### src/hw/rtl/wstc_pkg.sv
// Shared types, constants and helpers for the work-steal tempo chain.
package wstc_pkg;

    localparam int WORKERS    = 16;
    localparam int IDX_W      = (WORKERS > 1) ? $clog2(WORKERS) : 1;
    localparam int WALK_LIMIT = 16;
    localparam int CNT_W      = (WALK_LIMIT > 1) ? $clog2(WALK_LIMIT) : 1;
    localparam int ID_W       = 4;
    localparam int TEMPO_W    = 4;
    localparam int ADDR_W     = 3;
    localparam int DATA_W     = 32;

    localparam logic [TEMPO_W-1:0] TOP_RESET = TEMPO_W'(2);

    // register index as taken from paddr
    typedef enum logic {
        REG_TOP_TEMPO = 1'b0,
        REG_NONE      = 1'b1
    } t_reg_idx;

    typedef enum logic {
        CMD_STEAL = 1'b0,
        CMD_RELAY = 1'b1
    } t_cmd;

    typedef struct packed {
        t_cmd            cmd;
        logic [ID_W-1:0] worker;
        logic [ID_W-1:0] victim;
    } t_in_item;

    typedef struct packed {
        logic [ID_W-1:0]    worker_id;
        logic [TEMPO_W-1:0] new_tempo;
        logic               last;
    } t_out_item;

    typedef struct packed {
        logic             vld;
        logic [IDX_W-1:0] idx;
    } t_link;

    localparam t_link NO_LINK = '{vld: 1'b0, idx: '0};

    function automatic logic in_range(input logic [ID_W-1:0] f);
        in_range = (32'(f) < WORKERS);
    endfunction

    function automatic logic [IDX_W-1:0] to_idx(input logic [ID_W-1:0] f);
        to_idx = IDX_W'(f);
    endfunction

endpackage

### src/hw/rtl/wstc_tempo_alu.sv
// Shared tempo unit: raise capped at the top level, or lower floored at 1.
module wstc_tempo_alu (
    input  wstc_pkg::t_cmd                     i_op,
    input  logic [wstc_pkg::TEMPO_W-1:0]       i_tempo,
    input  logic [wstc_pkg::TEMPO_W-1:0]       i_top,
    output logic [wstc_pkg::TEMPO_W-1:0]       o_tempo
);

    logic [wstc_pkg::TEMPO_W-1:0] eff_top;
    logic [wstc_pkg::TEMPO_W:0]   sum;

    assign eff_top = (i_top == '0) ? wstc_pkg::TEMPO_W'(1) : i_top;
    assign sum     = {1'b0, i_tempo} + (wstc_pkg::TEMPO_W+1)'(1);

    always_comb begin
        case (i_op)
            wstc_pkg::CMD_RELAY: begin
                o_tempo = (sum > {1'b0, eff_top}) ? eff_top : sum[wstc_pkg::TEMPO_W-1:0];
            end
            wstc_pkg::CMD_STEAL: begin
                o_tempo = (i_tempo > wstc_pkg::TEMPO_W'(2)) ?
                          i_tempo - wstc_pkg::TEMPO_W'(1) : wstc_pkg::TEMPO_W'(1);
            end
            default: begin
                o_tempo = i_tempo;
            end
        endcase
    end

endmodule

### src/hw/rtl/wstc_cfg.sv
// APB register block holding the top tempo level.
module wstc_cfg (
    input  logic                                i_clk,
    input  logic                                i_rst_n,
    input  logic                                psel,
    input  logic                                penable,
    input  logic                                pwrite,
    input  logic [wstc_pkg::ADDR_W-1:0]         paddr,
    input  logic [wstc_pkg::DATA_W-1:0]         pwdata,
    output logic [wstc_pkg::DATA_W-1:0]         prdata,
    output logic                                pready,
    output logic [wstc_pkg::TEMPO_W-1:0]        o_top
);

    logic [wstc_pkg::TEMPO_W-1:0] r_top;
    wstc_pkg::t_reg_idx           reg_idx;

    assign reg_idx = wstc_pkg::t_reg_idx'(paddr[2]);
    assign pready  = 1'b1;
    assign o_top   = r_top;

    always_ff @(posedge i_clk) begin
        if (!i_rst_n) begin
            r_top <= wstc_pkg::TOP_RESET;
        end else if (psel && penable && pwrite && reg_idx == wstc_pkg::REG_TOP_TEMPO) begin
            r_top <= pwdata[wstc_pkg::TEMPO_W-1:0];
        end
    end

    always_comb begin
        case (reg_idx)
            wstc_pkg::REG_TOP_TEMPO: prdata = wstc_pkg::DATA_W'(r_top);
            default:                 prdata = '0;
        endcase
    end

endmodule

### src/hw/rtl/work_steal_tempo_chain.sv
// Top level: tempo scheduler for work-stealing workers with a linked steal chain.
//
// A command is taken when start is high and busy is low; busy then stays high
// until the command is finished. A steal keeps busy through the start state
// alone and its single result strobes on o_res_valid in the cycle after. A
// relay keeps busy through the start state, the walk over the successors (the
// walk state is entered even with no successor, at most 16 raises) and the
// unlink state, and its results come out one per cycle in chain order, back to
// back, the final one flagged by last. The walk visits one chain entry per
// cycle through the shared tempo unit and the single read port on each link
// table. Results are strobed for exactly one cycle and must be taken as they
// appear; there is no stall on that side. top_tempo is written over APB and
// should only be changed while busy is low.
module work_steal_tempo_chain (
    input  logic                                i_clk,
    input  logic                                i_rst_n,
    input  logic                                start,
    output logic                                busy,
    input  wstc_pkg::t_in_item                  i_item,
    output logic                                o_res_valid,
    output wstc_pkg::t_out_item                 o_result,
    input  logic                                psel,
    input  logic                                penable,
    input  logic                                pwrite,
    input  logic [wstc_pkg::ADDR_W-1:0]         paddr,
    input  logic [wstc_pkg::DATA_W-1:0]         pwdata,
    output logic [wstc_pkg::DATA_W-1:0]         prdata,
    output logic                                pready
);

    typedef enum logic [1:0] {
        S_IDLE,
        S_START,
        S_WALK,
        S_UNLINK
    } t_state;

    t_state r_state;

    // latched command
    wstc_pkg::t_cmd                   r_cmd;
    logic                             r_w_ok;
    logic                             r_v_ok;
    logic [wstc_pkg::IDX_W-1:0]       r_w;
    logic [wstc_pkg::IDX_W-1:0]       r_v;

    // walk cursor and raise count
    wstc_pkg::t_link                  r_cur;
    logic [wstc_pkg::CNT_W-1:0]       r_cnt;

    // per-worker state
    logic [wstc_pkg::TEMPO_W-1:0]     r_tempo [wstc_pkg::WORKERS];
    wstc_pkg::t_link                  r_next  [wstc_pkg::WORKERS];
    wstc_pkg::t_link                  r_prev  [wstc_pkg::WORKERS];

    logic                             r_res_valid;
    wstc_pkg::t_out_item              r_res;

    logic [wstc_pkg::TEMPO_W-1:0]     top;
    logic [wstc_pkg::IDX_W-1:0]       tempo_addr;
    logic [wstc_pkg::IDX_W-1:0]       next_addr;
    logic [wstc_pkg::TEMPO_W-1:0]     tempo_rd;
    wstc_pkg::t_link                  next_rd;
    wstc_pkg::t_link                  prev_rd;
    logic [wstc_pkg::TEMPO_W-1:0]     alu_out;
    logic                             walk_last;

    wstc_cfg u_cfg (
        .i_clk   (i_clk),
        .i_rst_n (i_rst_n),
        .psel    (psel),
        .penable (penable),
        .pwrite  (pwrite),
        .paddr   (paddr),
        .pwdata  (pwdata),
        .prdata  (prdata),
        .pready  (pready),
        .o_top   (top)
    );

    // One read address per table per cycle. Tempo: the cursor in the walk, else
    // the victim. Successor: the cursor too, a steal's victim, else the worker.
    assign tempo_addr = (r_state == S_WALK) ? r_cur.idx : r_v;
    always_comb begin
        case (r_state)
            S_WALK:  next_addr = r_cur.idx;
            S_START: next_addr = (r_cmd == wstc_pkg::CMD_STEAL) ? r_v : r_w;
            default: next_addr = r_w;
        endcase
    end

    assign tempo_rd = r_tempo[tempo_addr];
    assign next_rd  = r_next[next_addr];
    assign prev_rd  = r_prev[r_w];

    // steal lowers, relay raises
    wstc_tempo_alu u_alu (
        .i_op    (r_cmd),
        .i_tempo (tempo_rd),
        .i_top   (top),
        .o_tempo (alu_out)
    );

    // final raise: end of chain or walk limit reached
    assign walk_last = !next_rd.vld || (r_cnt == wstc_pkg::CNT_W'(wstc_pkg::WALK_LIMIT - 1));

    assign busy        = (r_state != S_IDLE);
    assign o_res_valid = r_res_valid;
    assign o_result    = r_res;

    always_ff @(posedge i_clk) begin
        if (!i_rst_n) begin
            r_state     <= S_IDLE;
            r_res_valid <= 1'b0;
            for (int i = 0; i < wstc_pkg::WORKERS; i++) begin
                r_tempo[i] <= wstc_pkg::TOP_RESET;
                r_next[i]  <= wstc_pkg::NO_LINK;
                r_prev[i]  <= wstc_pkg::NO_LINK;
            end
        end else begin
            r_res_valid <= 1'b0;
            case (r_state)
                S_IDLE: begin
                    if (start) begin
                        r_cmd   <= i_item.cmd;
                        r_w_ok  <= wstc_pkg::in_range(i_item.worker);
                        r_v_ok  <= wstc_pkg::in_range(i_item.victim);
                        r_w     <= wstc_pkg::to_idx(i_item.worker);
                        r_v     <= wstc_pkg::to_idx(i_item.victim);
                        r_state <= S_START;
                    end
                end
                S_START: begin
                    if (!r_w_ok || (r_cmd == wstc_pkg::CMD_STEAL && !r_v_ok)) begin
                        // out-of-range index: dropped without a result
                        r_state <= S_IDLE;
                    end else if (r_cmd == wstc_pkg::CMD_STEAL) begin
                        r_tempo[r_w] <= alu_out;
                        if (r_w != r_v) begin
                            // thief slots in after the victim; later writes win
                            if (next_rd.vld) begin
                                r_next[r_w]         <= next_rd;
                                r_prev[next_rd.idx] <= '{vld: 1'b1, idx: r_w};
                            end
                            r_next[r_v] <= '{vld: 1'b1, idx: r_w};
                            r_prev[r_w] <= '{vld: 1'b1, idx: r_v};
                        end
                        r_res_valid <= 1'b1;
                        r_res       <= '{worker_id: wstc_pkg::ID_W'(r_w),
                                         new_tempo: alu_out, last: 1'b1};
                        r_state     <= S_IDLE;
                    end else begin
                        r_cur   <= next_rd;
                        r_cnt   <= '0;
                        r_state <= S_WALK;
                    end
                end
                S_WALK: begin
                    if (!r_cur.vld) begin
                        r_state <= S_UNLINK;
                    end else begin
                        r_tempo[r_cur.idx] <= alu_out;
                        r_res_valid        <= 1'b1;
                        r_res              <= '{worker_id: wstc_pkg::ID_W'(r_cur.idx),
                                                new_tempo: alu_out, last: walk_last};
                        r_cnt              <= r_cnt + wstc_pkg::CNT_W'(1);
                        r_cur              <= next_rd;
                        if (walk_last) begin
                            r_state <= S_UNLINK;
                        end
                    end
                end
                S_UNLINK: begin
                    // join neighbours, then clear own links (own clear wins)
                    if (prev_rd.vld) begin
                        r_next[prev_rd.idx] <= next_rd;
                    end
                    if (next_rd.vld) begin
                        r_prev[next_rd.idx] <= prev_rd;
                    end
                    r_next[r_w] <= wstc_pkg::NO_LINK;
                    r_prev[r_w] <= wstc_pkg::NO_LINK;
                    r_state     <= S_IDLE;
                end
                default: begin
                    r_state <= S_IDLE;
                end
            endcase
        end
    end

endmodule

### config.mk
export PLATFORM = sky130hd
export DESIGN_NAME = work_steal_tempo_chain
export DESIGN_NICKNAME = d
export VERILOG_FILES = /design/src/hw/rtl/wstc_pkg.sv /design/src/hw/rtl/wstc_tempo_alu.sv /design/src/hw/rtl/wstc_cfg.sv /design/src/hw/rtl/work_steal_tempo_chain.sv
export SDC_FILE = /design/constraint.sdc
export NUM_CORES = 1
export LEC_CHECK = 0
export BUFFER_PORTS_ARGS = -buffer_cell sky130_fd_sc_hd__buf_2
export CAP_MARGIN = 20
export CORE_MARGIN = 2
export CORE_UTILIZATION = 30
export CTS_CLUSTER_DIAMETER = 200
export DETAILED_ROUTE_END_ITERATION = 10
export PLACE_DENSITY = 0.56
export SETUP_SLACK_MARGIN = 0.2
export SYNTH_ARGS = -nofsm -noshare
export SYNTH_HDL_FRONTEND = slang
export SYNTH_SLANG_ARGS = --single-unit
### constraint.sdc
create_clock -name i_clk -period 12.3 [get_ports i_clk]
set_input_delay 1.845 -clock i_clk [delete_from_list [all_inputs] [get_ports i_clk]]
set_output_delay 1.845 -clock i_clk [all_outputs]
set_load 0.03 [all_outputs]
==> reports/qor.csv <==
metric,value,unit
synth-async-reset-ratio,0,%
grt.overflow.total,0,
num_rows,80,
clock_latency,0.57,ns
clock_sinks,262,
fin_nets,1336,
outcome,"finished, final reports clean",
synth_cells,1290,
tritoncts,done,
worst_hold_path_type,register to register,
cts_hold_buffers,0,
worst_pin_slew,1.082,ns
timing_worst_setup_path_type,register to register,
syn_avg_cell_area,11.19,µm²
ctsLongestPathBuffers,3,
core_area,0.04765,mm²
dieWidth,223.4,µm
synthMostInstantiatedCell,sky130_fd_sc_hd__edfxtp_1,
multi_input_area,0.006020,mm²
hold_viol_final,0,
crit_family,compound AO/OA/AOI/OAI gates,
count_of_cell_types_in_the_netlist,69,
n_fill_cell,4766,
leakagePower,0.005512,µW
detail-route-antenna-nets,0,
critical-path-slowest-cell,sky130_fd_sc_hd__ha_1,
fin_util,33.55,%
layout-drive-gt1-share,12.59,%
setup_total_negative_slack,0,ns
capture_instance_of_the_worst_register_to_register_path,o_result[2],
cts.reportedPaths.clkPinSlew,0.06,ns
maximum_number_of_pins_on_one_net_before_global_route_repair,65,
synthesis.area,0.01444,mm²
cts-resized-gates,0,
finalPower,2276,µW
timing.final.ws_setup,6.006,ns
cellPowerDensity,142.4,mW/mm²
viasPerCell,5.934,
startpoint_type,register,
layout.area.seq,0.007757,mm²
cts_max_level,1,
critical_path.max_stage_delay,0.56,ns
hold_path_startpoint,u_cfg.o_top[3],
vdd_drop_max,113.2,µV
wl,44880,µm
rsz_0062_raised_after_global_routing,no,
arrival,6.63,ns
wl_per_cell,23.50,µm
synth-seq-area-share,53.74,%
critical_path_required,12.64,ns
numPortBuffers,34,
rr_startpoint,r_state[0],
worst_r2r_path_depth,21,
pre_cts_ws,6.158,ns
yosysTopAreaCell,sky130_fd_sc_hd__edfxtp_1,
timing.slew.headroom,26.45,%
crit_path_cell_trace,"inv_1, ha_1, mux2i_4, buf_4, mux2i_1, mux2i_1, a22oi_1, and2_1, inv_1, xnor2_1, buf_4, inv_1, ha_1, nor2b_1, o21a_1, o21a_1, o21ai_0, inv_1, a31oi_1, mux2_2, o21ai_0",
crit_buf_inv,6,
setup_violations,0,
achievable-frequency,158.9,MHz
largest_fanout_on_the_critical_path,28,
cts_post_setup_buffers_inserted,0,
ys_top_cells_by_count,"sky130_fd_sc_hd__edfxtp_1, sky130_fd_sc_hd__o22ai_1, sky130_fd_sc_hd__nand2_1",
n_antenna_cell,0,
number_of_global_route_vias_before_repair,10660,
synth_largest_type_area_fraction,52.21,%
timing.hold.worst_endpoint,u_cfg.o_top[3],
gpl.final_weighted_congestion,0.8404,
fin_worst_skew,0.02505,ns
antenna_found_initial,1,
globalRouteTotalUtil,17.55,%
synth.top_cells.by_area,"sky130_fd_sc_hd__edfxtp_1, sky130_fd_sc_hd__o22ai_1, sky130_fd_sc_hd__mux2i_1, sky130_fd_sc_hd__mux4_2, sky130_fd_sc_hd__nand2_1",
fin_area,0.01598,mm²
vias,11330,
crit_path_frequent_cell,sky130_fd_sc_hd__inv_1,
finalMaxSlewViolations,0,
min_tclk_post_route,6.294,ns
num_io_pins,94,
dpl_cell_area,0.01505,mm²
maxCapViolCount,0,
cts.root.buffer_cell,sky130_fd_sc_hd__clkbuf_16,
floorplan.initialDensity,30.30,%
height_of_the_die,223.4,µm
areaGrowthSynthToFinish,10.72,%
tritoncts.num_buffers,30,
first_drt_iteration_drcs,1479,
synth_enable_flop_cells,251,
yosysWarningCount,0,
period_share,51.17,%
register_bit_count_reported_by_yosys,262,
grt_pass1_wl,67520,µm
ys_dominant_reg_cell,sky130_fd_sc_hd__edfxtp_1,
crit_path_end_kind,register,
post-dp-hpwl,30060,µm
drc,0,
floorplan.die_area,0.04989,mm²
min_path_cells,2,
initial_drt_pass_iterations,5,
r2r_setup_slack,6.01,ns
-- tightest hold or removal path: cells and delay by family, from the launching register on --
family | cells | cell delay, ns
AND/OR/NAND/NOR | 1 | 0.10
flip-flops | 1 | 0.33
multiplexers | 1 | 0.07
-- per-layer routing --
metal	track usage (%)	part of all wire [%]	up-vias
met2	25.75	43	596
li1	-	-	4998
met3	2.805	9.2	90
met4	5.376	2.8	0
met5	0	0	-
met1	26.41	45	5650
-- registers in the layout (all words and copies together) (netlist names), named ones only --
register	cells
r_cmd	1
r_cnt	4
r_v	4
r_next	80
r_cur	5
r_w	4
u_cfg.o_top	4
r_state	1
r_tempo	64
r_prev	80
o_result	9
o_res_valid	1
-- stage by stage --
stage / std cells / hold slack (ns)
2_1_floorplan: 1317 / 0.4856
3_3_place_gp: 1855 / 0.5023
3_5_place_dp: 1855 / 0.5194
4_1_cts: 1907 / 0.5373
5_1_grt: 1910 / 0.5673
6_report: 1910 / 0.5289
-- placed cells by master, fill, tap and decap left out, types with 12 or more instances in the layout --
cell and n:
sky130_fd_sc_hd__a2111oi_0 20, sky130_fd_sc_hd__a211oi_1 26, sky130_fd_sc_hd__a21oi_1 33, sky130_fd_sc_hd__a311oi_1 15
sky130_fd_sc_hd__a31oi_1 20, sky130_fd_sc_hd__a32oi_1 17, sky130_fd_sc_hd__and3_1 12, sky130_fd_sc_hd__buf_2 34
sky130_fd_sc_hd__buf_4 26, sky130_fd_sc_hd__clkbuf_16 31, sky130_fd_sc_hd__conb_1 29, sky130_fd_sc_hd__edfxtp_1 251
sky130_fd_sc_hd__inv_1 41, sky130_fd_sc_hd__mux2_2 13, sky130_fd_sc_hd__mux2i_1 61, sky130_fd_sc_hd__mux4_2 25
sky130_fd_sc_hd__nand2_1 142, sky130_fd_sc_hd__nand3_1 45, sky130_fd_sc_hd__nor2_1 75, sky130_fd_sc_hd__nor2b_1 15
sky130_fd_sc_hd__o211ai_1 17, sky130_fd_sc_hd__o21ai_0 35, sky130_fd_sc_hd__o22ai_1 144
-- where the power goes --
part | leakage [µW] | total [µW] | switching (µW) | internal, µW
registers | 0.00260 | 1040 | 22.2 | 1020
clock network | 0.000444 | 828 | 362 | 467
logic | 0.00247 | 410 | 299 | 111
-- kinds of logic (layout without fill, tap and decap cells) --
| kind of cell | count (synthesis) | in the layout | share of synthesized area [%] |
|---|---|---|---|
| AND/OR/NAND/NOR | 350 | 350 | 11.75 |
| XOR/XNOR | 11 | 11 | 0.6675 |
| buffers and inverters | 176 | 154 | 5.738 |
| flip-flops | 262 | 262 | 53.74 |
| adder cells (fa/ha/maj) | 11 | 11 | 0.9534 |
| other | 2 | 29 | 0.05203 |
| multiplexers | 102 | 102 | 9.352 |
| AO/OA/AOI/OAI | 376 | 376 | 17.74 |
-- worst max-delay path by stage --
stage / start / end / slack, ns / cells past startpoint
after floorplan: r_state[0] / r_tempo[0][2] / 6.98 / 24
after global placement: r_state[0] / o_result[2] / 6.29 / 21
after detailed placement: r_state[0] / o_result[2] / 6.16 / 21
after CTS: r_state[0] / o_result[2] / 6.14 / 21
after global routing: r_state[0] / o_result[2] / 5.61 / 21
final: r_state[0] / o_result[2] / 6.01 / 21
-- area by class of cell --
| class | instances | area share [%] |
|---|---|---|
| Multi-Input combinational cell | 879 | 37.66 |
| Tap cell | 615 | 4.814 |
| Clock buffer | 39 | 5.167 |
| Inverter | 41 | 0.9629 |
| Clock inverter | 13 | 0.3992 |
| Timing Repair Buffer | 61 | 2.458 |
| Sequential cell | 262 | 48.54 |
Power figures use the tool's default switching activity.
